[src/hdl/mailbox_wildcard_matcher_defines.svh]
// Assertion macros shared by the mailbox wildcard matcher RTL.
`ifndef MAILBOX_WILDCARD_MATCHER_DEFINES_SVH
`define MAILBOX_WILDCARD_MATCHER_DEFINES_SVH

// Same-cycle implication, disabled while reset is high.
`define MWM_ASSERT_IMP(label, clk, rst, ante, cons, msg) \
  label: assert property (@(posedge clk) disable iff (rst) (ante) |-> (cons)) \
    else $error(msg);

// Next-cycle implication, disabled while reset is high.
`define MWM_ASSERT_NXT(label, clk, rst, ante, cons, msg) \
  label: assert property (@(posedge clk) disable iff (rst) (ante) |=> (cons)) \
    else $error(msg);

`endif

[src/hdl/mwm_pkg.sv]
// Types, constants and helper functions of the mailbox wildcard matcher.
`timescale 1ns / 1ps

package mwm_pkg;

  localparam int MAX_PATTERN = 64;
  localparam int NPOS        = MAX_PATTERN + 1;
  localparam int POS_W       = $clog2(NPOS);

  localparam int BYTE_W      = 8;
  localparam int ACTION_W    = 2;

  localparam int QUEUE_DEPTH = 4;
  localparam int QPTR_W      = $clog2(QUEUE_DEPTH);

  localparam int CFG_ADDR_W  = 3;
  localparam int CFG_DATA_W  = 32;

  // Register index as seen in paddr[2].
  localparam logic REG_DELIMITER = 1'b0;

  localparam logic [BYTE_W-1:0] STAR_BYTE    = 8'h2A;
  localparam logic [BYTE_W-1:0] PERCENT_BYTE = 8'h25;
  localparam logic [BYTE_W-1:0] DELIM_RESET  = 8'h7C;
  localparam logic [BYTE_W-1:0] UPPER_A      = 8'h41;
  localparam logic [BYTE_W-1:0] UPPER_Z      = 8'h5A;
  localparam logic [BYTE_W-1:0] CASE_OFFSET  = 8'h20;

  typedef enum logic [ACTION_W-1:0] {
    OP_CLEAR  = 2'd0,
    OP_APPEND = 2'd1,
    OP_NAME   = 2'd2,
    OP_END    = 2'd3
  } op_t;

  typedef struct packed {
    op_t               op;
    logic [BYTE_W-1:0] value;
    logic              wild;
    logic              star;
  } cmd_t;

  typedef struct packed {
    logic valid;
    cmd_t cmd;
  } q_slot_t;

  function automatic logic [BYTE_W-1:0] fold_byte(input logic [BYTE_W-1:0] c);
    logic [BYTE_W-1:0] r;
    r = c;
    if (c >= UPPER_A && c <= UPPER_Z) begin
      r = c + CASE_OFFSET;
    end
    return r;
  endfunction

endpackage

[src/hdl/mwm_ifs.sv]
// Request and result channel interfaces of the mailbox wildcard matcher.
`timescale 1ns / 1ps

interface mwm_req_if import mwm_pkg::*; ();
  logic                valid;
  logic                ready;
  logic [ACTION_W-1:0] action;
  logic [BYTE_W-1:0]   byte_value;

  modport source (output valid, action, byte_value, input ready);
  modport sink   (input valid, action, byte_value, output ready);
endinterface

interface mwm_res_if;
  logic valid;
  logic ready;
  logic matched;
  logic pattern_overflow;

  modport source (output valid, matched, pattern_overflow, input ready);
  modport sink   (input valid, matched, pattern_overflow, output ready);
endinterface

[src/hdl/mailbox_wildcard_matcher.sv]
// Top level of the mailbox wildcard matcher with its register port.
`timescale 1ns / 1ps

// Case-insensitive mailbox pattern matcher. Load a pattern with a clear
// request followed by append requests, then stream name bytes and finish
// each name with an end request, which returns one result (matched and
// pattern_overflow). '*' matches any run, '%' any run without the
// hierarchy delimiter (register at address 0, reset '|'). One request is
// taken every clock cycle while the queue is not full; every pattern cell
// updates from a name byte at once in the matching engine. A four-entry
// queue sits between the request port and the engine, and an end
// request's result is registered by the engine once it leaves the queue.
// Only a result left waiting on the output holds up further end requests;
// the queue absorbs up to four requests behind it. Appends beyond 64 bytes
// set the overflow flag until the next clear.
module mailbox_wildcard_matcher import mwm_pkg::*; (
  input  logic                  clk,
  input  logic                  rst,
  mwm_req_if.sink               req,
  mwm_res_if.source             rsp,
  input  logic                  psel,
  input  logic                  penable,
  input  logic                  pwrite,
  input  logic [CFG_ADDR_W-1:0] paddr,
  input  logic [CFG_DATA_W-1:0] pwdata,
  output logic [CFG_DATA_W-1:0] prdata,
  output logic                  pready
);

  logic [BYTE_W-1:0] delimiter;
  q_slot_t           push;
  q_slot_t           head;
  logic              full;
  logic              pop;

  assign pready = 1'b1;

  always_ff @(posedge clk) begin
    if (rst) begin
      delimiter <= DELIM_RESET;
    end else if (psel && penable && pwrite && paddr[2] == REG_DELIMITER) begin
      delimiter <= pwdata[BYTE_W-1:0];
    end
  end

  always_comb begin
    prdata = '0;
    if (paddr[2] == REG_DELIMITER) begin
      prdata = CFG_DATA_W'(delimiter);
    end
  end

  mwm_front u_front (
    .req  (req),
    .full (full),
    .push (push)
  );

  mwm_queue u_queue (
    .clk  (clk),
    .rst  (rst),
    .push (push),
    .full (full),
    .head (head),
    .pop  (pop)
  );

  mwm_back u_back (
    .clk       (clk),
    .rst       (rst),
    .head      (head),
    .pop       (pop),
    .delimiter (delimiter),
    .rsp       (rsp)
  );

endmodule

[src/hdl/mwm_front.sv]
// Front end: accepts requests, folds case and classifies wildcard bytes.
`timescale 1ns / 1ps

module mwm_front import mwm_pkg::*; (
  mwm_req_if.sink  req,
  input  logic     full,
  output q_slot_t  push
);

  logic [BYTE_W-1:0] folded;

  assign folded   = fold_byte(req.byte_value);
  assign req.ready = ~full;

  always_comb begin
    push.valid     = req.valid;
    push.cmd.op    = op_t'(req.action);
    push.cmd.value = folded;
    push.cmd.star  = (folded == STAR_BYTE);
    push.cmd.wild  = (folded == STAR_BYTE) || (folded == PERCENT_BYTE);
  end

endmodule

[src/hdl/mwm_queue.sv]
// Short command queue between the front end and the matching engine.
`timescale 1ns / 1ps

module mwm_queue import mwm_pkg::*; (
  input  logic    clk,
  input  logic    rst,
  input  q_slot_t push,
  output logic    full,
  output q_slot_t head,
  input  logic    pop
);

  cmd_t          entries [QUEUE_DEPTH];
  logic [QPTR_W:0] wr_ptr;
  logic [QPTR_W:0] rd_ptr;
  logic          empty;
  logic          do_push;
  logic          do_pop;

  assign empty = (wr_ptr == rd_ptr);
  assign full  = (wr_ptr[QPTR_W] != rd_ptr[QPTR_W]) &&
                 (wr_ptr[QPTR_W-1:0] == rd_ptr[QPTR_W-1:0]);

  assign do_push = push.valid && !full;
  assign do_pop  = pop && !empty;

  assign head.valid = ~empty;
  assign head.cmd   = entries[rd_ptr[QPTR_W-1:0]];

  always_ff @(posedge clk) begin
    if (rst) begin
      wr_ptr <= '0;
      rd_ptr <= '0;
    end else begin
      if (do_push) begin
        wr_ptr <= wr_ptr + 1'b1;
      end
      if (do_pop) begin
        rd_ptr <= rd_ptr + 1'b1;
      end
    end
  end

  always_ff @(posedge clk) begin
    if (do_push) begin
      entries[wr_ptr[QPTR_W-1:0]] <= push.cmd;
    end
  end

endmodule

[src/hdl/mwm_back.sv]
// Matching engine: pattern cells, position set update and result register.
`timescale 1ns / 1ps
`include "mailbox_wildcard_matcher_defines.svh"

module mwm_back import mwm_pkg::*; (
  input  logic              clk,
  input  logic              rst,
  input  q_slot_t           head,
  output logic              pop,
  input  logic [BYTE_W-1:0] delimiter,
  mwm_res_if.source         rsp
);

  logic [BYTE_W-1:0]      pat [MAX_PATTERN];
  logic [POS_W-1:0]       len;
  logic                   overflow;
  logic [NPOS-1:0]        active;
  logic [MAX_PATTERN-1:0] wild;
  logic [MAX_PATTERN-1:0] star;
  logic [MAX_PATTERN-1:0] trail;
  logic                   run_star;

  logic [NPOS-1:0]        g_lvl [POS_W+1];
  logic [NPOS-1:0]        p_lvl [POS_W+1];
  logic [NPOS-1:0]        closed;
  logic [NPOS-1:0]        active_next;
  logic [NPOS-1:0]        reach;
  logic [MAX_PATTERN-1:0] filled;
  logic [MAX_PATTERN-1:0] tail_sel;
  logic [MAX_PATTERN-1:0] trail_next;
  logic                   run_star_next;
  logic                   can_append;
  logic [BYTE_W-1:0]      delim_f;
  logic                   is_end;

  assign delim_f    = fold_byte(delimiter);
  assign can_append = (len < POS_W'(MAX_PATTERN));
  assign is_end     = (head.cmd.op == OP_END);
  assign pop        = head.valid && (!is_end || !rsp.valid || rsp.ready);
  assign reach      = {filled, 1'b1};

  always_comb begin
    for (int i = 0; i < MAX_PATTERN; i++) begin
      filled[i]   = (POS_W'(i) < len);
      tail_sel[i] = (len == POS_W'(i));
    end
  end

  // A wildcard can match nothing, so activity spreads through runs of
  // wildcards. A log-depth prefix scan does this in parallel.
  always_comb begin
    g_lvl[0] = active;
    p_lvl[0] = {wild, 1'b0};
    for (int l = 0; l < POS_W; l++) begin
      for (int j = 0; j < NPOS; j++) begin
        if (j >= (1 << l)) begin
          g_lvl[l+1][j] = g_lvl[l][j] | (p_lvl[l][j] & g_lvl[l][j - (1 << l)]);
          p_lvl[l+1][j] = p_lvl[l][j] & p_lvl[l][j - (1 << l)];
        end else begin
          g_lvl[l+1][j] = g_lvl[l][j];
          p_lvl[l+1][j] = 1'b0;
        end
      end
    end
    closed = g_lvl[POS_W];
  end

  // Every pattern cell looks at the name byte at once.
  always_comb begin
    active_next = '0;
    for (int i = 0; i < MAX_PATTERN; i++) begin
      if (closed[i] && wild[i] && (star[i] || head.cmd.value != delim_f)) begin
        active_next[i] = 1'b1;
      end
      if (closed[i] && filled[i] && !wild[i] && pat[i] == head.cmd.value) begin
        active_next[i+1] = 1'b1;
      end
    end
  end

  // A wildcard run behaves as a star run as soon as any member is a star,
  // so the whole trailing run is updated when a star joins it.
  always_comb begin
    run_star_next = ((|trail) & run_star) | head.cmd.star;
    trail_next    = head.cmd.wild ? (trail | tail_sel) : '0;
  end

  always_ff @(posedge clk) begin
    if (rst) begin
      len       <= '0;
      overflow  <= 1'b0;
      active    <= NPOS'(1);
      wild      <= '0;
      star      <= '0;
      trail     <= '0;
      run_star  <= 1'b0;
      rsp.valid <= 1'b0;
    end else begin
      if (pop && is_end) begin
        rsp.valid <= 1'b1;
      end else if (rsp.ready) begin
        rsp.valid <= 1'b0;
      end
      if (pop) begin
        case (head.cmd.op)
          OP_CLEAR: begin
            len      <= '0;
            overflow <= 1'b0;
            active   <= NPOS'(1);
            wild     <= '0;
            star     <= '0;
            trail    <= '0;
            run_star <= 1'b0;
          end
          OP_APPEND: begin
            if (can_append) begin
              len      <= len + 1'b1;
              wild     <= wild | (head.cmd.wild ? tail_sel : '0);
              trail    <= trail_next;
              run_star <= head.cmd.wild & run_star_next;
              if (head.cmd.wild && run_star_next) begin
                star <= star | trail_next;
              end
            end else begin
              overflow <= 1'b1;
            end
            active <= NPOS'(1);
          end
          OP_NAME: begin
            active <= active_next;
          end
          OP_END: begin
            active <= NPOS'(1);
          end
          default: begin
            active <= active;
          end
        endcase
      end
    end
  end

  always_ff @(posedge clk) begin
    if (pop && is_end) begin
      rsp.matched          <= closed[len] & ~overflow;
      rsp.pattern_overflow <= overflow;
    end
  end

  always_ff @(posedge clk) begin
    if (pop && head.cmd.op == OP_APPEND && can_append) begin
      for (int i = 0; i < MAX_PATTERN; i++) begin
        if (tail_sel[i]) begin
          pat[i] <= head.cmd.value;
        end
      end
    end
  end

  `MWM_ASSERT_IMP(a_active_in_range, clk, rst, 1'b1, (active & ~reach) == '0, "active position beyond pattern end")
  `MWM_ASSERT_IMP(a_overflow_full, clk, rst, overflow, len == POS_W'(MAX_PATTERN), "overflow with store not full")
  `MWM_ASSERT_IMP(a_overflow_no_match, clk, rst, rsp.valid && rsp.pattern_overflow, !rsp.matched, "match reported on overflowed pattern")
  `MWM_ASSERT_IMP(a_star_is_wild, clk, rst, 1'b1, (star & ~wild) == '0, "star run flag on a literal cell")
  `MWM_ASSERT_NXT(a_end_restarts, clk, rst, pop && is_end, active == NPOS'(1), "position set not restarted after end of name")

endmodule

[src/flat_wrapper.sv]
// flat-port wrapper written by rule: the top's interface ports become plain ports
module mailbox_wildcard_matcher_flat import mwm_pkg::*;
  (clk, rst, psel, penable, pwrite, paddr, pwdata, prdata, pready, req_valid, req_action, req_byte_value, req_ready, rsp_valid, rsp_matched, rsp_pattern_overflow, rsp_ready);
  mwm_req_if req_i ();
  mwm_res_if rsp_i ();
  input  logic clk;
  input  logic rst;
  input  logic psel;
  input  logic penable;
  input  logic pwrite;
  input  logic [CFG_ADDR_W-1:0] paddr;
  input  logic [CFG_DATA_W-1:0] pwdata;
  output logic [CFG_DATA_W-1:0] prdata;
  output logic pready;
  input wire logic [$bits(req_i.valid)-1:0] req_valid;
  input wire logic [$bits(req_i.action)-1:0] req_action;
  input wire logic [$bits(req_i.byte_value)-1:0] req_byte_value;
  output wire logic [$bits(req_i.ready)-1:0] req_ready;
  output wire logic [$bits(rsp_i.valid)-1:0] rsp_valid;
  output wire logic [$bits(rsp_i.matched)-1:0] rsp_matched;
  output wire logic [$bits(rsp_i.pattern_overflow)-1:0] rsp_pattern_overflow;
  input wire logic [$bits(rsp_i.ready)-1:0] rsp_ready;
  assign req_i.valid = req_valid;
  assign req_i.action = req_action;
  assign req_i.byte_value = req_byte_value;
  assign req_ready = req_i.ready;
  assign rsp_valid = rsp_i.valid;
  assign rsp_matched = rsp_i.matched;
  assign rsp_pattern_overflow = rsp_i.pattern_overflow;
  assign rsp_i.ready = rsp_ready;
  mailbox_wildcard_matcher u_core (.clk(clk), .rst(rst), .req(req_i), .rsp(rsp_i), .psel(psel), .penable(penable), .pwrite(pwrite), .paddr(paddr), .pwdata(pwdata), .prdata(prdata), .pready(pready));
endmodule
[config.mk]
export PLATFORM = sky130hd
export DESIGN_NAME = mailbox_wildcard_matcher_flat
export DESIGN_NICKNAME = d
export VERILOG_FILES = /design/src/hdl/mwm_pkg.sv /design/src/hdl/mwm_ifs.sv /design/src/hdl/mailbox_wildcard_matcher.sv /design/src/hdl/mwm_front.sv /design/src/hdl/mwm_queue.sv /design/src/hdl/mwm_back.sv /design/src/flat_wrapper.sv
export VERILOG_INCLUDE_DIRS = /design/src /design/src/hdl
export SDC_FILE = /design/constraint.sdc
export NUM_CORES = 2
export LEC_CHECK = 0
export ABC_AREA = 0
export BUFFER_PORTS_ARGS = -buffer_cell sky130_fd_sc_hd__buf_4
export CORE_UTILIZATION = 63
export DETAILED_ROUTE_END_ITERATION = 8
export HOLD_SLACK_MARGIN = 0.12
export PLACE_DENSITY = 0.77
export SETUP_SLACK_MARGIN = 0.02
export SLEW_MARGIN = 20
export SYNTH_ARGS = -nofsm -noshare
export SYNTH_HDL_FRONTEND = slang
export SYNTH_SLANG_ARGS = --single-unit
export TNS_END_PERCENT = 20
[constraint.sdc]
create_clock -name clk -period 3.64 [get_ports clk]
set_input_delay 0.728 -clock clk [delete_from_list [all_inputs] [get_ports clk]]
set_output_delay 0.728 -clock clk [all_outputs]
set_load 0.005 [all_outputs]
# Word level (Yosys, flattened, before mapping)
# Memory sizes are Yosys's and may differ from the RTL's. A register that Yosys moved wholly into a read port is not among the register bits.
# Cells that the tools add are included.
# op_classes
eq_ne	139
n_lt_le_gt_ge	70
reduce_logical	540
n_bitwise	931
n_shift	0
n_mux	536
multipliers	0
div_mod_pow	0
n_addsub	5
# ops
op	n
AND 1 bit	595
two-way mux 8 bit	66
equality test 8 bit	64
OR reduction 8 bit	63
two-way mux 1 bit	390
two-way mux 64 bit	6
case mux 64 bit (2 select lines)	3
two-way mux 6 bit	63
logical AND 1 bit	333
bitwise OR 1 bit	329
equality test 7 x 6 -> 1 bit, second input constant	32
less-than comparator 6 x 7 -> 1 bit, first input constant	32
bitwise OR 64 bit	3
case mux 65 bit (2 select lines)	1
equality test 7 x 5 -> 1 bit, second input constant	16
less-than comparator 5 x 7 -> 1 bit, first input constant	16
logical NOT 1 bit	68
logical OR 1 bit	67
OR reduction 64 bit	1
equality test 7 x 4 -> 1 bit, second input constant	8
less-than comparator 4 x 7 -> 1 bit, first input constant	8
equality test 7 x 3 -> 1 bit, second input constant	4
less-than comparator 3 x 7 -> 1 bit, first input constant	4
adder 8 x 6 -> 8 bit, second input constant	2
30 further kinds	47
# totals
mem_count	2
ff_bits	283
in_bits	52
elab_cells	2236
mem_bits_ro	0
latchBits	0
ram_bits	560
# memory_table
name	words	width	rd	rd_clocked_by_memory_dff	wr	line	rtl
u_core.u_back.pat	64	8	64	0	1	mwm_back.sv:14	logic [BYTE_W-1:0] pat [MAX_PATTERN];
u_core.u_queue.entries	4	12	1	1	1	mwm_queue.sv:13	cmd_t entries [QUEUE_DEPTH];

# Logic depth before layout (Yosys ltp)
# depth
depth_word	73
depth_mapped	13

# Hierarchy
# Synthesis repeated with hierarchy kept, for this count alone.
# hier_totals
cells_unflattened	3525
area_unflattened_um2	39233.9
# by_module_without_submodules
mod	cells_each	instances	area_each_um2
mwm_back	3294	1	36147.2
mwm_queue	131	1	2288.4
mailbox_wildcard_matcher	70	1	605.6
mwm_front	30	1	192.7

# Worst setup path after synthesis
# Ideal clock, no wire load.
# synth_timing
path_kind	reg-to-reg
start	reg (tool-made name)
end	reg u_core.u_back.active[43]
stages_incl_launch_ff	10
period_less_slack_ns	3.357
n_path_buf	3
arrival_ns	3.292
required_ns	3.575
setup_slack_ns	0.283
path_cell_list	dfxtp_1 > buf_1 > mux4_2 > buf_2 > buf_1 > xnor2_1 > nand4_1 > o41ai_1 > a22oi_1 > nor2_1
# synth_lines
element	line	rtl
to (signal assigned)	mwm_back.sv:130	active <= active_next;
to (signal assigned)	mwm_back.sv:136	active <= active;
to (decl)	mwm_back.sv:17	logic [NPOS-1:0] active;

# Worst setup path after layout
# layout_timing
start	reg u_core.u_back.wild[19]
end	reg u_core.u_back.rsp.matched, data pin
# layout_between
elab_chain_cells	14
word_cells_on_any_way	236
# layout_lines
element	line	rtl
from (decl)	mwm_back.sv:18	logic [MAX_PATTERN-1:0] wild;
from (signal assigned)	mwm_back.sv:118	wild <= wild | (head.cmd.wild ? tail_sel : '0);
AND 1 bit (on tied branches)	mwm_back.sv:57, mwm_back.sv:58	
bitwise OR 1 bit / AND 1 bit (equally long branches)	mwm_back.sv:57	g_lvl[l+1][j] = g_lvl[l][j] | (p_lvl[l][j] & g_lvl[l][j - (1 << l)]);
AND 1 bit / bitwise OR 1 bit (equally long branches)	mwm_back.sv:57	
bitwise OR 1 bit / AND 1 bit (equally long branches)	mwm_back.sv:57	
AND 1 bit / bitwise OR 1 bit (equally long branches)	mwm_back.sv:57	
bitwise OR 1 bit / AND 1 bit (equally long branches)	mwm_back.sv:57	
AND 1 bit / bitwise OR 1 bit (equally long branches)	mwm_back.sv:57	
bitwise OR 1 bit	mwm_back.sv:57	
AND 1 bit	mwm_back.sv:57	
bitwise OR 1 bit (2 in a row)	mwm_back.sv:57	
binary-select mux 1 bit (select 7 bit) (*)	mwm_back.sv:145	rsp.matched <= closed[len] & ~overflow;
two-way mux 1 bit (implied by the code) (*)	mwm_back.sv:145	
AND 1 bit (*)	mwm_back.sv:145	
to (signal assigned)	mwm_back.sv:145	
to (decl)	mwm_ifs.sv:20	modport source (output valid, matched, pattern_overflow, input ready);
# Every way passes the cells marked *; elsewhere a longest branch is shown, timed or not. The select of a mux whose other input is x is not followed.
# A chain may end at the register's enable or synchronous reset.

==> results.ini <==
[yosys]
async_reset_ff_share_pct = 0
synth_area_leader_cell = edfxtp_1
synth_common_cells = 562 x edfxtp_1, 399 x xor2_1, 363 x nor2_1
synth_top_area_share_pct = 43.72
synthTopCellsByArea = edfxtp_1 44%, dfxtp_1 15%, xor2_1 9.1%, a21oi_1 3.8%, nor2_1 3.5%
synth_edf_count = 562
synth_area_sq_um = 38600
synthFlopType = edfxtp_1
yosysUniqueCellTypes = 89
synth_cells = 3467
synth-seq-area-share_pct = 58.40
yosys_warnings = 0
synth_most_common_cell = edfxtp_1
ys_ff_latch = 845
synth_area_per_cell_sq_um = 11.13

[routing]
dr.first_iter.drc_count = 3398
via_count = 29250
drtAntennaViolNets = 0
avgViaCountPerCell = 6.532
drc = 0
drt_pass1_iterations = 6
routedWlPerCell_um = 25.25
wl_um = 113000

[clocking]
clkSlewWorstSetupHoldPaths_ns = 0.06
worstSkewPairLatency_ns = 0.64
cts_buffers = 83
clock_path_buffers = 3
tritoncts = done
cts_root_buf = clkbuf_16
htree_levels = 3
clock_sinks = 845

[job]
cap_violations = 0

[setup_path]
rr_worst_depth = 11
reg2reg_to = u_core.u_back.rsp.matched$_DFFE_PP_
r2r-start = u_core.u_back.wild[19]$_SDFFE_PP0P_
worst-path-max-fanout = 7
required_ns = 4.10
r2r_slack_ns = 0.09
arrival_ns = 4.01
path_class = reg -> reg
cp-end-kind = register
cp-start-kind = register

[placed_design]
port_buffers = 37
gp_congestion = 1.059
placed_area_sq_um = 41070
pre_cts_slack_ns = -0.06270
dp_hpwl_um = 74680

[floorplanning]
die_area_sq_um = 62260
die_h_um = 249.5
num_io_pins = 89
fp.dieW_um = 249.5
core.rowCount = 90
initial_core_util_pct = 63.83
core_area_sq_um = 60470

[hold_path]
hold_start = req_action[1]
worstHoldPathType = in -> reg
min_path_cells = 1
min_to = u_core.u_queue.entries[3][11]$_DFFE_PP_

[power_and_ir_drop]
powerDensity_nw_per_um2 = 649.6
ir_drop_uv = 707.2
leakagePower_nw = 14.82

[timing]
rsz0062_at_grt = true
max_freq_mhz = 281.9
finalCritPeriodShare_pct = 97.44
hold_viol = 0
period_minus_slack_ns = 3.547
skew_ns = 0.02255
setup-violations-final = 0
finalMaxSlewViolations = 0
slew-limit-headroom_pct = 24.37
setup_ws_ns = 0.09323
worst_pin_slew_ns = 1.130

[global_route]
track_usage_pct = 35.96
grt_antenna_before_repair = 3
first_global_vias = 28230
grt_max_degree = 84
grt-ovfl-total = 0
grt_pass1_wl_um = 170500

[layout]
syn_to_final_growth_pct = 13.65
fin_area_sq_um = 43860
drive_above_1_share_pct = 12.62
final_nets = 3688

[run_status]
status = finished, final reports clean

## repair_timing
item,4_1_cts,5_1_grt
hold buffers,0,0
endpoints found under the hold margin,0,0
gates cloned,0,0
setup buffers,0,0
setup endpoints to repair,2,3
resized for setup,2,5
## metal layers
metal / routed length [um] / GRT usage, % / share of wire [%] / vias to the layer above
met5: 18 / 0 / 0.016 / -
met4: 5593 / 16.47 / 4.9 / 2
met3: 10740 / 6.279 / 9.5 / 388
met2: 52230 / 56.62 / 46 / 1702
met1: 44460 / 48.96 / 39 / 14220
li1: - / - / - / 12940
## power breakdown
part           switching, W  internal, W  total, W
logic               0.00590      0.00254   0.00844
registers          0.000117       0.0112    0.0114
clock network       0.00364      0.00506   0.00869
## through the flow
step / total power [W] / utilization [%] / hold slack, ns / cells / setup TNS, ns
4_1_cts: 0.02849 / 72.50 / 0.2700 / 4476 / 0
5_1_grt: 0.02942 / 72.54 / 0.2688 / 4477 / -0.001621
6_report: 0.02849 / 72.54 / 0.2913 / 4477 / 0
3_3_place_gp: 0.01957 / 67.92 / 0.4310 / 4322 / -0.02992
2_1_floorplan: 0.01679 / - / 0.4223 / 3490 / 0
3_5_place_dp: 0.01985 / 67.92 / 0.4350 / 4322 / -0.06270
## final cells by class
class / count / area [sq um]
Fill cell: 4176 / 16610
Timing Repair Buffer: 284 / 2432
Multi-Input combinational cell: 2340 / 14870
Clock buffer: 117 / 2450
Inverter: 71 / 266.5
Clock inverter: 37 / 320.3
Antenna cell: 1 / 2.502
Sequential cell: 845 / 22540
Tap cell: 782 / 978.4
## worst max-delay path: stages (launching register included)
cell and delay, ns:
dfxtp_1 0.49, nand4_1 0.25, nor3_1 0.39, a22o_1 0.24, and3_1 0.26, nor3_1 0.09, o31a_1 0.27, a221oi_2 0.30
o2111ai_1 0.15, o311a_1 0.37, a21oi_1 0.21, and4_1 0.35
## how the worst max path moves through the flow
stage / startpoint / cells after the start / slack [ns] / to
after floorplan: register / 9 / 0.28 / u_core.u_back.active[43]$_SDFFE_PP0P_
after global placement: register / 10 / -0.03 / u_core.u_back.active[19]$_SDFFE_PP0P_
after detailed placement: register / 11 / -0.06 / u_core.u_back.active[59]$_SDFFE_PP0P_
after CTS: register / 10 / 0.06 / u_core.u_back.active[19]$_SDFFE_PP0P_
after global routing: u_core.u_back.wild[16]$_SDFFE_PP0P_ / 11 / -0.002 / u_core.u_back.rsp.matched$_DFFE_PP_
final: u_core.u_back.wild[19]$_SDFFE_PP0P_ / 11 / 0.09 / u_core.u_back.rsp.matched$_DFFE_PP_
## flip-flops by register name, indices dropped and copies added (netlist names), 7 cells and up, named ones only
register,count
u_core.delimiter,8
u_core.u_back.active,65
u_core.u_queue.entries,48
u_core.u_back.star,64
u_core.u_back.trail,64
u_core.u_back.wild,64
u_core.u_back.pat,512
u_core.u_back.len,7
## placed cells by master (no fill, tap or decap), types with 14 or more instances in the layout
master and instances:
a2111oi_0 34, a21o_1 22, a21oi_1 296, a22oi_1 76, a31oi_1 23, a32oi_1 19
and2_1 20, buf_12 24, buf_4 260, clkbuf_16 88, clkinv_2 14, conb_1 25
dfxtp_1 283, edfxtp_1 562, inv_1 69, nand2_1 142, nand2b_1 29, nand3_1 62
nand4_1 79, nor2_1 362, nor2b_1 18, nor3_1 109, nor4_1 89, o211ai_1 38
o21ai_0 148, or3_1 14, xnor2_1 129, xor2_1 399
## cells by family (layout without fill, tap and decap cells)
logic type | count (synthesis) | in the layout | synth area share, %
simple gates | 975 | 975 | 12.14
flops | 845 | 845 | 58.40
compound gates | 787 | 787 | 12.83
xor+xnor | 528 | 528 | 11.98
buf+inv | 305 | 509 | 3.517
mux | 14 | 14 | 0.7521
fa+ha+maj | 11 | 11 | 0.3566
other cells | 2 | 26 | 0.01946
Note: power is estimated with default switching activity, not from simulation.
